$ cat config.mk
export PLATFORM = sky130hd
export DESIGN_NAME = envelope_frame_validator
export DESIGN_NICKNAME = d
export VERILOG_FILES = /design/src/hdl/efv_pkg.sv /design/src/hdl/efv_header.sv /design/src/hdl/efv_payload.sv /design/src/hdl/envelope_frame_validator.sv
export SDC_FILE = /design/constraint.sdc
export NUM_CORES = 2
export LEC_CHECK = 0
export ABC_AREA = 1
export CAP_MARGIN = 25
export CORE_ASPECT_RATIO = 0.7
export CORE_MARGIN = 2
export CORE_UTILIZATION = 45
export CTS_CLUSTER_SIZE = 10
export DETAILED_ROUTE_END_ITERATION = 8
export DONT_BUFFER_PORTS = 1
export SYNTH_ARGS = -nofsm -noshare
export SYNTH_HDL_FRONTEND = slang
export SYNTH_SLANG_ARGS = --single-unit
$ cat constraint.sdc
create_clock -name i_clk -period 5.9 [get_ports i_clk]
set_input_delay 0.295 -clock i_clk [delete_from_list [all_inputs] [get_ports i_clk]]
set_output_delay 0.295 -clock i_clk [all_outputs]
set_load 0.005 [all_outputs]
$ cat src/hdl/efv_pkg.sv
`timescale 1ns / 1ps
// ----------------------------------------------------------------------------
// efv_pkg: shared types and constants
// Status codes, header layout, CRC-32 byte update and the interface structs
// of the envelope frame validator.
// ----------------------------------------------------------------------------
package efv_pkg;

    localparam int COUNT_BITS = 32;
    localparam int POS_W      = COUNT_BITS + 1;

    localparam logic [63:0] SMAX = (64'd1 << COUNT_BITS) - 64'd1;

    localparam logic [5:0] HDR_BYTES    = 6'd40;
    localparam logic [3:0] SEC_HDR_BYTES = 4'd12;
    localparam logic [3:0] TAG_BYTES    = 4'd4;

    localparam logic [31:0] CRC_POLY     = 32'hedb88320;
    localparam logic [31:0] CRC_ALL_ONES = 32'hffffffff;

    localparam logic [3:0] ST_OK        = 4'd0;
    localparam logic [3:0] ST_TRUNCATED = 4'd1;
    localparam logic [3:0] ST_TRAILING  = 4'd2;
    localparam logic [3:0] ST_MAGIC     = 4'd3;
    localparam logic [3:0] ST_VERSION   = 4'd4;
    localparam logic [3:0] ST_FLAGS     = 4'd5;
    localparam logic [3:0] ST_HDRLEN    = 4'd6;
    localparam logic [3:0] ST_RESERVED  = 4'd7;
    localparam logic [3:0] ST_OVERFLOW  = 4'd8;
    localparam logic [3:0] ST_LIMIT     = 4'd9;
    localparam logic [3:0] ST_CRC       = 4'd10;

    localparam logic [7:0] REG_EXP_MAJOR = 8'd0;
    localparam logic [7:0] REG_EXP_MINOR = 8'd1;
    localparam logic [7:0] REG_SUP_FLAGS = 8'd2;
    localparam logic [7:0] REG_MAX_PAYLD = 8'd3;

    localparam logic [63:0] MAGIC_WORD = 64'h00314d5249484d43;

    typedef struct packed {
        logic [POS_W-1:0] pos;
        logic             in_payload;
        logic [POS_W-1:0] offset;
        logic             magic_ok;
        logic [15:0]      major;
        logic [15:0]      minor;
        logic [31:0]      flags;
        logic [31:0]      hdr_len;
        logic             rsv_nz;
        logic [63:0]      declared;
        logic [31:0]      stored_crc;
    } t_hdr;

    typedef struct packed {
        logic [31:0] crc;
        logic        sec_err;
        logic [3:0]  sec_cnt;
    } t_sec;

    function automatic logic [31:0] crc_byte(input logic [31:0] crc_in,
                                             input logic [7:0]  b);
        logic [31:0] c;
        c = crc_in ^ {24'd0, b};
        for (int k = 0; k < 8; k++) begin
            c = (c >> 1) ^ (c[0] ? CRC_POLY : 32'd0);
        end
        return c;
    endfunction

endpackage

$ cat src/hdl/efv_header.sv
`timescale 1ns / 1ps
// ----------------------------------------------------------------------------
// efv_header: byte position and header capture
// Tracks the position in the frame and collects the 40-byte header fields.
// ----------------------------------------------------------------------------
module efv_header (
    input  logic                i_clk,
    input  logic                i_rst_n,
    input  logic                i_acc,
    input  logic                i_last,
    input  logic [7:0]          i_byte,
    output efv_pkg::t_hdr       o_hdr
);

    logic [efv_pkg::POS_W-1:0] r_pos;
    logic        r_magic_ok;
    logic [15:0] r_major;
    logic [15:0] r_minor;
    logic [31:0] r_flags;
    logic [31:0] r_hdr_len;
    logic        r_rsv_nz;
    logic [63:0] r_declared;
    logic [31:0] r_crc;

    logic        in_hdr;
    logic [63:0] pl_off;
    logic        rsv_byte;

    assign in_hdr = (r_pos < efv_pkg::POS_W'(efv_pkg::HDR_BYTES));
    assign pl_off = 64'(r_pos) - 64'(efv_pkg::HDR_BYTES);

    // current byte lands in a reserved word and is nonzero
    assign rsv_byte = ((r_pos >= 20 && r_pos < 24) || (r_pos >= 36 && r_pos < 40)) &&
                      (i_byte != 8'd0);

    always_comb begin
        o_hdr            = '0;
        o_hdr.pos        = r_pos;
        o_hdr.in_payload = !in_hdr && (pl_off < r_declared);
        o_hdr.offset     = pl_off[efv_pkg::POS_W-1:0];
        o_hdr.magic_ok   = r_magic_ok;
        o_hdr.major      = r_major;
        o_hdr.minor      = r_minor;
        o_hdr.flags      = r_flags;
        o_hdr.hdr_len    = r_hdr_len;
        // fold in the byte being taken so a last byte in the header sees itself
        o_hdr.rsv_nz     = r_rsv_nz || rsv_byte;
        o_hdr.declared   = r_declared;
        o_hdr.stored_crc = r_crc;
    end

    always_ff @(posedge i_clk) begin
        if (!i_rst_n || (i_acc && i_last)) begin
            r_pos      <= '0;
            r_magic_ok <= 1'b1;
            r_major    <= '0;
            r_minor    <= '0;
            r_flags    <= '0;
            r_hdr_len  <= '0;
            r_rsv_nz   <= 1'b0;
            r_declared <= '0;
            r_crc      <= '0;
        end else if (i_acc) begin
            if (!r_pos[efv_pkg::POS_W-1]) begin
                r_pos <= r_pos + efv_pkg::POS_W'(1);
            end
            if (in_hdr) begin
                priority if (r_pos < 8) begin
                    if (i_byte != efv_pkg::MAGIC_WORD[8*r_pos[2:0] +: 8]) begin
                        r_magic_ok <= 1'b0;
                    end
                end else if (r_pos < 10) begin
                    r_major[8*r_pos[0] +: 8] <= i_byte;
                end else if (r_pos < 12) begin
                    r_minor[8*r_pos[0] +: 8] <= i_byte;
                end else if (r_pos < 16) begin
                    r_flags[8*r_pos[1:0] +: 8] <= i_byte;
                end else if (r_pos < 20) begin
                    r_hdr_len[8*r_pos[1:0] +: 8] <= i_byte;
                end else if (r_pos < 24) begin
                    if (i_byte != 8'd0) r_rsv_nz <= 1'b1;
                end else if (r_pos < 32) begin
                    r_declared[8*r_pos[2:0] +: 8] <= i_byte;
                end else if (r_pos < 36) begin
                    r_crc[8*r_pos[1:0] +: 8] <= i_byte;
                end else begin
                    if (i_byte != 8'd0) r_rsv_nz <= 1'b1;
                end
            end
        end
    end

endmodule

$ cat src/hdl/efv_payload.sv
`timescale 1ns / 1ps
// ----------------------------------------------------------------------------
// efv_payload: payload CRC and section walk
// Runs the reflected CRC-32 and the section tag/length walker per byte.
// ----------------------------------------------------------------------------
module efv_payload (
    input  logic          i_clk,
    input  logic          i_rst_n,
    input  logic          i_acc,
    input  logic          i_last,
    input  logic [7:0]    i_byte,
    input  efv_pkg::t_hdr i_hdr,
    output efv_pkg::t_sec o_next
);

    localparam int CB = efv_pkg::COUNT_BITS;

    logic [31:0]   r_crc, n_crc;
    logic          r_err, n_err;
    logic [3:0]    r_cnt, n_cnt;
    logic [63:0]   r_shift, n_shift;
    logic [CB-1:0] r_rem, n_rem;

    logic [3:0]    cnt_inc;
    logic [2:0]    lane;
    logic [CB+1:0] cursor;
    logic [CB+1:0] span;
    logic [CB-1:0] rem_dec;

    always_comb begin
        n_crc   = r_crc;
        n_err   = r_err;
        n_cnt   = r_cnt;
        n_shift = r_shift;
        n_rem   = r_rem;
        cnt_inc = r_cnt + 4'd1;
        lane    = 3'(r_cnt - efv_pkg::TAG_BYTES);
        cursor  = (CB+2)'(i_hdr.offset) + (CB+2)'(1);
        span    = '0;
        rem_dec = r_rem - CB'(1);
        if (i_hdr.in_payload) begin
            n_crc = efv_pkg::crc_byte(r_crc, i_byte);
            if (!r_err) begin
                if (r_cnt < efv_pkg::SEC_HDR_BYTES) begin
                    if (r_cnt == 4'd0) n_shift = '0;
                    if (r_cnt >= efv_pkg::TAG_BYTES) n_shift[8*lane +: 8] = i_byte;
                    n_cnt = cnt_inc;
                    if (cnt_inc == efv_pkg::SEC_HDR_BYTES) begin
                        span = (CB+2)'(n_shift[CB-1:0]) + cursor;
                        if (n_shift > efv_pkg::SMAX ||
                            span > (CB+2)'(efv_pkg::SMAX)) begin
                            n_err = 1'b1;
                        end else if (n_shift == 64'd0) begin
                            n_cnt = 4'd0;
                        end else begin
                            n_rem = n_shift[CB-1:0];
                        end
                    end
                end else begin
                    n_rem = rem_dec;
                    if (rem_dec == '0) n_cnt = 4'd0;
                end
            end
        end
        o_next.crc     = n_crc;
        o_next.sec_err = n_err;
        o_next.sec_cnt = n_cnt;
    end

    always_ff @(posedge i_clk) begin
        if (!i_rst_n || (i_acc && i_last)) begin
            r_crc   <= efv_pkg::CRC_ALL_ONES;
            r_err   <= 1'b0;
            r_cnt   <= '0;
            r_shift <= '0;
            r_rem   <= '0;
        end else if (i_acc) begin
            r_crc   <= n_crc;
            r_err   <= n_err;
            r_cnt   <= n_cnt;
            r_shift <= n_shift;
            r_rem   <= n_rem;
        end
    end

endmodule

$ cat src/hdl/envelope_frame_validator.sv
`timescale 1ns / 1ps
// Each accepted byte's result word is registered and shows in the next cycle.
// Throughput: one byte per cycle while o_stall is low; header capture, CRC-32
// and the section walker are all per-byte logic ahead of one result register.
// Reset: synchronous, active low; clears frame state, restores register
// defaults (major 1, minor 0, flags 0, payload limit all ones).
// ----------------------------------------------------------------------------
// envelope_frame_validator: streaming container checker
// Parses the 40-byte header, forwards payload bytes, checks CRC and sections
// and reports one status word on the last byte of each container.
// ----------------------------------------------------------------------------
module envelope_frame_validator (
    input  logic        i_clk,
    input  logic        i_rst_n,
    // configuration
    input  logic        i_cfg_we,
    input  logic [7:0]  i_cfg_idx,
    input  logic [31:0] i_cfg_data,
    // byte input channel
    input  logic        i_valid,
    output logic        o_stall,
    input  logic [7:0]  i_data_byte,
    input  logic        i_last,
    // result channel
    output logic        o_valid,
    input  logic        i_stall,
    output logic [7:0]  o_payload_byte,
    output logic        o_payload_valid,
    output logic        o_report_valid,
    output logic [3:0]  o_status,
    output logic [15:0] o_major,
    output logic [15:0] o_minor,
    output logic [31:0] o_flags,
    output logic [31:0] o_body_length
);

    logic [15:0] r_exp_major;
    logic [15:0] r_exp_minor;
    logic [31:0] r_sup_flags;
    logic [31:0] r_max_payload;

    logic          acc;
    efv_pkg::t_hdr hdr;
    efv_pkg::t_sec sec;

    logic [63:0] total_len;
    logic [63:0] need;
    logic [3:0]  n_status;

    // Take a new word whenever the result register is free or drains now.
    assign o_stall = o_valid && i_stall;
    assign acc     = i_valid && !o_stall;

    always_ff @(posedge i_clk) begin
        if (!i_rst_n) begin
            r_exp_major   <= 16'd1;
            r_exp_minor   <= 16'd0;
            r_sup_flags   <= 32'd0;
            r_max_payload <= 32'hffffffff;
        end else if (i_cfg_we) begin
            unique case (i_cfg_idx)
                efv_pkg::REG_EXP_MAJOR: r_exp_major   <= i_cfg_data[15:0];
                efv_pkg::REG_EXP_MINOR: r_exp_minor   <= i_cfg_data[15:0];
                efv_pkg::REG_SUP_FLAGS: r_sup_flags   <= i_cfg_data;
                efv_pkg::REG_MAX_PAYLD: r_max_payload <= i_cfg_data;
                default: ;
            endcase
        end
    end

    efv_header u_header (
        .i_clk   (i_clk),
        .i_rst_n (i_rst_n),
        .i_acc   (acc),
        .i_last  (i_last),
        .i_byte  (i_data_byte),
        .o_hdr   (hdr)
    );

    efv_payload u_payload (
        .i_clk   (i_clk),
        .i_rst_n (i_rst_n),
        .i_acc   (acc),
        .i_last  (i_last),
        .i_byte  (i_data_byte),
        .i_hdr   (hdr),
        .o_next  (sec)
    );

    // Final status in the order of precedence; CRC and section state are
    // taken after this byte has been folded in.
    assign total_len = 64'(hdr.pos) + 64'd1;
    assign need      = 64'(efv_pkg::HDR_BYTES) + hdr.declared;

    always_comb begin
        priority if (total_len < 64'(efv_pkg::HDR_BYTES)) begin
            n_status = efv_pkg::ST_TRUNCATED;
        end else if (!hdr.magic_ok) begin
            n_status = efv_pkg::ST_MAGIC;
        end else if (hdr.major != r_exp_major || hdr.minor != r_exp_minor) begin
            n_status = efv_pkg::ST_VERSION;
        end else if ((hdr.flags & ~r_sup_flags) != 32'd0) begin
            n_status = efv_pkg::ST_FLAGS;
        end else if (hdr.hdr_len != 32'(efv_pkg::HDR_BYTES)) begin
            n_status = efv_pkg::ST_HDRLEN;
        end else if (hdr.rsv_nz) begin
            n_status = efv_pkg::ST_RESERVED;
        end else if (hdr.declared > efv_pkg::SMAX - 64'(efv_pkg::HDR_BYTES)) begin
            n_status = efv_pkg::ST_OVERFLOW;
        end else if (hdr.declared > 64'(r_max_payload)) begin
            n_status = efv_pkg::ST_LIMIT;
        end else if (need > total_len) begin
            n_status = efv_pkg::ST_TRUNCATED;
        end else if (need < total_len) begin
            n_status = efv_pkg::ST_TRAILING;
        end else if ((sec.crc ^ efv_pkg::CRC_ALL_ONES) != hdr.stored_crc) begin
            n_status = efv_pkg::ST_CRC;
        end else if (sec.sec_err) begin
            n_status = efv_pkg::ST_OVERFLOW;
        end else if (sec.sec_cnt != 4'd0) begin
            n_status = efv_pkg::ST_TRUNCATED;
        end else begin
            n_status = efv_pkg::ST_OK;
        end
    end

    // Result register: hold while stalled, load on each accepted word.
    always_ff @(posedge i_clk) begin
        if (!i_rst_n) begin
            o_valid <= 1'b0;
        end else if (acc) begin
            o_valid <= 1'b1;
        end else if (!i_stall) begin
            o_valid <= 1'b0;
        end
    end

    always_ff @(posedge i_clk) begin
        if (acc) begin
            o_payload_valid  <= hdr.in_payload;
            o_payload_byte   <= hdr.in_payload ? i_data_byte : 8'd0;
            o_report_valid   <= i_last;
            o_status         <= i_last ? n_status : efv_pkg::ST_OK;
            if (i_last && n_status == efv_pkg::ST_OK) begin
                o_major       <= hdr.major;
                o_minor       <= hdr.minor;
                o_flags       <= hdr.flags;
                o_body_length <= hdr.declared[31:0];
            end else begin
                o_major       <= '0;
                o_minor       <= '0;
                o_flags       <= '0;
                o_body_length <= '0;
            end
        end
    end

endmodule

# ---- Yosys cells after proc, flatten, opt, wreduce, memory -nomap -nowiden
# Index checks and enable logic that the tools add are counted.
dict set report word_totals {
  regBits 567
  latchBits 0
  mem_bits_rw 0
  romBits 0
  out_inout_bits 112
  wordCells 206
  memories 0
}
dict set report op_classes {
  n_addsub 13
  multipliers 0
  div 0
  n_lt_le_gt_ge 21
  n_eq_ne 15
  n_shift 9
  mux 60
  bitwise_logic 21
  reduce_logical 39
}
# operator n
set ops {}
lappend ops {{$mux 64} 8}
lappend ops {{$mux 32} 13}
lappend ops {{$xor 31x32->32} 8}
lappend ops {{$bwmux 64} 2}
lappend ops {{$gt 64x32->1 const B} 2}
lappend ops {{$shift 8x34->64 const A} 2}
lappend ops {{$shiftx 8x34->64} 2}
lappend ops {{$lt 33x4->1 const B} 3}
lappend ops {{$lt 33x5->1 const B} 3}
lappend ops {{$lt 33x6->1 const B} 3}
lappend ops {{$bwmux 32} 3}
lappend ops {{$mux 4} 19}
lappend ops {{$add 33x1->34 const B} 2}
lappend ops {{$neg 6->34} 2}
lappend ops {{$add 6x64->64 const A} 1}
lappend ops {{$gt 64x32->1} 1}
lappend ops {{$gt 64x34->1} 1}
lappend ops {{$logic_not 64->1} 1}
lappend ops {{$lt 64x34->1} 1}
lappend ops {{$lt 64x64->1} 1}
lappend ops {{$not 32->32} 2}
lappend ops {{$shiftx 64x7->8 const A} 1}
lappend ops {{$add 32x34->34} 1}
lappend ops {{$gt 34x32->1 const B} 1}
lappend ops {{other kinds (47)} 95}

# ---- Logic depth before layout (Yosys ltp)
dict set report logic_depth {
  ltp_word 34
  depth_mapped 42
  depth_no_buf 40
}

# ---- Modules after synthesis
# From an unflattened synthesis, not the netlist that was laid out.
dict set report hier_totals {
  cells_unflattened 5655
  area_unflattened_um2 37732.4
}
# mod instances cells_each area_each_um2
set modules_own_cells {}
lappend modules_own_cells {envelope_frame_validator 1 1821 13855.8}
lappend modules_own_cells {efv_header 1 2012 13290.2}
lappend modules_own_cells {efv_payload 1 1822 10586.4}

# ---- Worst setup path after synthesis
# No wires, ideal clock.
dict set report synth_path {
  path_kind {register to register}
  startpoint {register u_header.r_pos[3] (netlist bit)}
  endpoint {register o_major[7], data pin}
  setup_ns 0.254
  arrival_ns 5.421
  required_time_ns 5.646
  setup_slack_ns 0.225
  path_stages_with_launch 36
  path_buffers 3
  period_less_slack_ns 5.675
  cell_sequence {dfxtp_1 inv_1 ha_1 o211ai_1 nor2_1 inv_1 nor2_1 inv_1 nor2_1 ha_1 a21o_1 nor2_1 nand2_1 nand2_1 nand2_1 a21oi_4 clkbuf_1 nand4_1 nand3_1 nand2_1 nor2_1 nand2_1 nor2_1 nand2_1 nor2_1 nand3_1 nand2_1 nand2_1 nand2_1 nand2_1 nand2_1 nand2_2 nand3_4 buf_6 buf_8 nor2_4}
}
dict set report synth_between {
  elab_chain_cells 26
  word_cells_on_any_way 50
  classes_between {add/sub: 4; order compare: 9; eq/ne: 1; mux: 24; bitwise: 1; reduce/logical: 11}
}
# element line
set synth_lines {}
lappend synth_lines {{start, declared} efv_header.sv:15} ;# logic [efv_pkg::POS_W-1:0] r_pos;
lappend synth_lines {{start signal, assigned} efv_header.sv:65} ;# r_pos <= r_pos + efv_pkg::POS_W'(1);
lappend synth_lines {{$sub 33x6->34} efv_header.sv:30} ;# assign pl_off = 64'(r_pos) - 64'(efv_pkg::HDR_BYTES);
lappend synth_lines {{$add 33x1->34} efv_payload.sv:38} ;# cursor = (CB+2)'(i_hdr.offset) + (CB+2)'(1);
lappend synth_lines {{$add 32x34->34} efv_payload.sv:49} ;# span = (CB+2)'(n_shift[CB-1:0]) + cursor;
lappend synth_lines {{$gt 34x32->1} efv_payload.sv:51} ;# span > (CB+2)'(efv_pkg::SMAX)) begin
lappend synth_lines {{$logic_or 1x1->1} efv_payload.sv:50} ;# if (n_shift > efv_pkg::SMAX ||
lappend synth_lines {{$mux 4} efv_payload.sv:50}
lappend synth_lines {{$mux 4} efv_payload.sv:48} ;# if (cnt_inc == efv_pkg::SEC_HDR_BYTES) begin
lappend synth_lines {{$mux 4} efv_payload.sv:44} ;# if (r_cnt < efv_pkg::SEC_HDR_BYTES) begin
lappend synth_lines {{(+10 left out)} n/a}
lappend synth_lines {{$mux 4} envelope_frame_validator.sv:106} ;# end else if (hdr.rsv_nz) begin
lappend synth_lines {{$mux 4} envelope_frame_validator.sv:104} ;# end else if (hdr.hdr_len != 32'(efv_pkg::HDR_BYTES)) begin
lappend synth_lines {{$mux 4} envelope_frame_validator.sv:102} ;# end else if ((hdr.flags & ~r_sup_flags) != 32'd0) begin
lappend synth_lines {{$mux 4} envelope_frame_validator.sv:100} ;# end else if (hdr.major != r_exp_major || hdr.minor != r_exp_minor) begin
lappend synth_lines {{$mux 4} envelope_frame_validator.sv:98} ;# end else if (!hdr.magic_ok) begin
lappend synth_lines {{$mux 4 *} envelope_frame_validator.sv:96} ;# priority if (total_len < 64'(efv_pkg::HDR_BYTES)) begin
lappend synth_lines {{$logic_not 4->1 *} envelope_frame_validator.sv:144} ;# if (i_last && n_status == efv_pkg::ST_OK) begin
lappend synth_lines {{$logic_and 1x1->1 *} envelope_frame_validator.sv:144}
lappend synth_lines {{end signal, assigned} envelope_frame_validator.sv:145} ;# o_major <= hdr.major;
lappend synth_lines {{end, declared} envelope_frame_validator.sv:31} ;# output logic [15:0] o_major,
# Every way passes the cells marked *; elsewhere a longest branch is shown, timed or not.
# A chain may end at the register's enable or synchronous reset.

# ---- Worst setup path in the final report
dict set report layout_path {
  startpoint {register u_header.r_pos[1] (netlist bit)}
  endpoint {register o_major[4], data pin}
}
# The elaborated chain is that of the path after synthesis.

==> impl_metrics.py <==
metrics = {
    "detailed_routing": {
        "route.detailed.wl_per_inst_um": 22.4,
        "drt_iter0_drc": 4600,
        "drt_wl_total_mm": 138,
        "viasPerCell": 5.64,
        "drc": 0,
        "first_pass_iters": 6,
        "vias": 34600,
        "drtAntennaViolNets": 0,
    },
    "sta": {
        "tightest_slew_ns": 1.19,
        "finClkSkew_ns": 0.0463,
        "hold_violations": 0,
        "slew_viol_final": 0,
        "fmax_ghz": 0.179,
        "fin_crit_sh_pct": 94.4,
        "postLayoutSetupSlackWorst_ns": 0.328,
        "setup_viol": 0,
        "relSlewSlack_pct": 20.6,
        "period_needed_ns": 5.57,
    },
    "cts": {
        "htreeDepth": 3,
        "numCtsBuffers": 69,
        "clk_pin_slew_ns": 0.06,
        "cts.path.max_buffers": 3,
        "clk-insertion-delay-late_ns": 0.65,
        "cts_root_buf": "clkbuf_16",
        "numClockSinks": 567,
        "cts_tree": "yes",
    },
    "pwr": {
        "ir_worst_vdd_uv": 280,
        "pwr_density_cell_mw_per_mm2": 314,
        "p_leak_nw": 17.6,
    },
    "die": {
        "die_h_um": 238,
        "die_area_sq_mm": 0.0806,
        "die_x_um": 338,
        "start_util_pct": 45.6,
        "design.core.area_sq_mm": 0.0772,
        "io_pins": 166,
        "rows": 85,
    },
    "logic_synthesis": {
        "syn_area_per_cell_sq_um": 7.01,
        "synth-edff-count": 110,
        "synth_cell_types": 68,
        "syn_area_sq_mm": 0.0352,
        "ys_seq_area_share_pct": 35.3,
        "synthFlopType": "dfxtp_1",
        "postSynthCellCount": 5029,
        "syn-num-nets": 5272,
        "synth-async-reset-ratio_pct": 0,
        "netlist_top_cells_area": "dfxtp_1 (26%), nand2_1 (11%), edfxtp_1 (9.4%)",
        "synth-seq-cells": 567,
        "yosysTopAreaCellShare_pct": 26.0,
        "netlist.top_cell.by_area": "dfxtp_1",
        "yosys_warnings": 0,
    },
    "worst_setup_path": {
        "worstRegToRegCells": 35,
        "crit_path_max_incr_delay_ns": 0.38,
        "crit_top_cell": "nand2_1",
        "cp_slowest_cell": "nor3_1",
        "start_kind": "flop",
        "critPathMaxFanout": 10,
        "r2r-end": "o_major[4]",
        "arrival_ns": 5.96,
        "crit_type": "flop to flop",
        "critPathRequiredTime_ns": 6.29,
        "r2r_setup_slack_ns": 0.33,
        "r2r-start": "u_header.r_pos[1]",
        "cp-end-kind": "flop",
    },
    "finish": {
        "drive_above_1_share_pct": 7.60,
        "fin_util_pct": 50.9,
        "nFillCells": 7836,
        "syn_to_final_growth_pct": 11.6,
        "final_cells": 6141,
        "multiInputGateArea_sq_mm": 0.0196,
        "design_area_sq_mm": 0.0393,
        "nets": 5296,
        "regArea_sq_mm": 0.0125,
    },
    "place": {
        "routabilityCongestion": 1.03,
        "portBuffers": 0,
        "dpl.hpwl_mm": 106,
        "placed_cell_area_sq_mm": 0.0366,
        "pre_cts_ws_ns": 0.183,
        "dp.cells": 5985,
    },
    "global_routing": {
        "antenna_found_initial": 6,
        "gr-total-overflow": 0,
        "grt_max_degree": 130,
        "grt_pass1_wl_mm": 200,
        "grt_pass1_vias": 30300,
        "grt_usage_pct": 33.0,
    },
    "worst_hold_path": {
        "hold_class": "input port to flop",
        "hp-start": "i_cfg_idx[0]",
        "min_delay_path_depth": 3,
        "holdPathEnd": "r_exp_major[7]",
    },
    "flow_run": {
        "max_cap_viol_count": 0,
    },
    "status": {
        "outcome": "completed",
    },
}
cell usage in the layout (no fill, tap or decap), types with 51 or more instances in the layout:
master | Yosys | layout
o21ai_0 | 385 | 384
nand2_1 | 1064 | 1062
dfxtp_1 | 457 | 457
inv_1 | 617 | 616
xor2_1 | 167 | 166
nor2_1 | 566 | 560
clkbuf_16 | 0 | 73
nor3_1 | 58 | 53
nand4_1 | 123 | 123
a211oi_1 | 51 | 51
nand3_1 | 239 | 229
ha_1 | 188 | 187
edfxtp_1 | 110 | 110
buf_4 | 10 | 80
a21oi_1 | 433 | 433
timing repair:
| action | 4_1_cts | 5_1_grt |
|---|---|---|
| setup buffers | 0 | 4 |
| endpoints found under the setup margin | 0 | 115 |
| gates resized for setup | 0 | 32 |
| hold buffers | 33 | 0 |
| hold endpoints to repair | 148 | 0 |
report_power, final:
part,total (W),switching (W),internal [W]
clock network,0.00406,0.00181,0.00225
logic,0.00395,0.00275,0.00120
registers,0.00432,0.000140,0.00418
total,0.0123,0.00470,0.00764
cell usage after synthesis (all sizes together) (2+ instances only):
| cell type | instances |
|---|---|
| inv | 663 |
| nand4 | 125 |
| dfxtp | 457 |
| o21a | 7 |
| o31ai | 4 |
| ha | 188 |
| and2 | 2 |
| o211ai | 40 |
| nor3b | 8 |
| a21oi | 435 |
| a211oi | 51 |
| nor2b | 2 |
| o22ai | 16 |
| xor2 | 167 |
| a21boi | 3 |
| or2 | 7 |
| nand2 | 1089 |
| nor2 | 633 |
| o21bai | 3 |
| clkinv | 15 |
| nand3b | 11 |
| nor3 | 70 |
| o2111ai | 2 |
| nor4 | 34 |
| o221ai | 4 |
| o21ai | 396 |
| buf | 52 |
| a21o | 4 |
| nand3 | 244 |
| edfxtp | 110 |
| clkbuf | 125 |
| xnor2 | 24 |
| a31oi | 30 |
flip-flops by register name, indices dropped and copies added (netlist names), 8 cells and up:
| name | count |
|---|---|
| u_header.r_declared | 64 |
| u_payload.r_shift | 64 |
| u_header.r_pos | 33 |
| o_body_length | 32 |
| o_flags | 32 |
| r_max_payload | 32 |
| r_sup_flags | 32 |
| u_header.r_crc | 32 |
| u_header.r_flags | 32 |
| u_header.r_hdr_len | 32 |
| u_payload.r_crc | 32 |
| u_payload.r_rem | 32 |
| o_major | 16 |
| o_minor | 16 |
| r_exp_major | 16 |
| r_exp_minor | 16 |
| u_header.r_major | 16 |
| u_header.r_minor | 16 |
| o_payload_byte | 8 |
critical path, delay by kind of cell, from the launching register on:
family          cells  cell delay, ns
compound gates      1            0.05
buf+inv             6            0.67
fa+ha+maj           3            0.83
simple gates       25            3.38
flops               1            0.35
kinds of logic (layout without fill, tap and decap cells):
group | Yosys count | count (layout) | share of synthesized area [%]
adders and majority gates | 189 | 189 | 6.73
xor gates and xnor gates | 191 | 191 | 4.86
other | 0 | 5 | 0
buffers and inverters | 855 | 918 | 9.55
DFF | 567 | 567 | 35.3
and+or+nand+nor | 2229 | 2229 | 28.2
AOI/OAI and AO/OA | 998 | 998 | 15.3
metrics by stage:
stage / total power, W / setup TNS (ns) / hold WS [ns]
detailed placement: 0.00806 / 0 / 0.394
CTS: 0.0122 / 0 / 0.00790
global route: 0.0129 / -1.77 / 0.0406
floorplan: 0.00697 / 0 / 0.394
global placement: 0.00805 / 0 / 0.394
finish: 0.0123 / 0 / 0.0474
per-layer routing:
metal | part of all wire, % | GRT usage, % | up-vias
li1 | - | - | 16600
met1 | 48 | 51.8 | 16100
met2 | 37 | 42.0 | 1718
met3 | 13 | 10.6 | 171
met4 | 2.4 | 8.01 | 0
met5 | 0 | 0 | -
worst max path at each step:
stage | to | slack (ns) | cells past startpoint | from
3_5_place_dp | o_flags[17] | 0.18 | 38 | u_header.r_pos[3]
2_1_floorplan | o_major[7] | 0.23 | 35 | u_header.r_pos[3]
3_3_place_gp | o_flags[18] | 0.32 | 36 | u_header.r_pos[3]
5_1_grt | o_flags[24] | -0.06 | 38 | u_header.r_pos[3]
4_1_cts | o_flags[12] | 0.13 | 38 | u_header.r_pos[3]
6_report | o_major[4] | 0.33 | 35 | u_header.r_pos[1]
area by class of cell:
type	instances	area share (%)
multi-input cells	3607	49.8
flip-flops and latches	567	31.7
inverters	678	6.50
clock buffers	100	4.79
well taps	1044	3.32
repair buffers	130	3.31
clock inverters	10	0.531
diodes	5	0.0318
No activity file was read; power rests on OpenSTA's default activity.
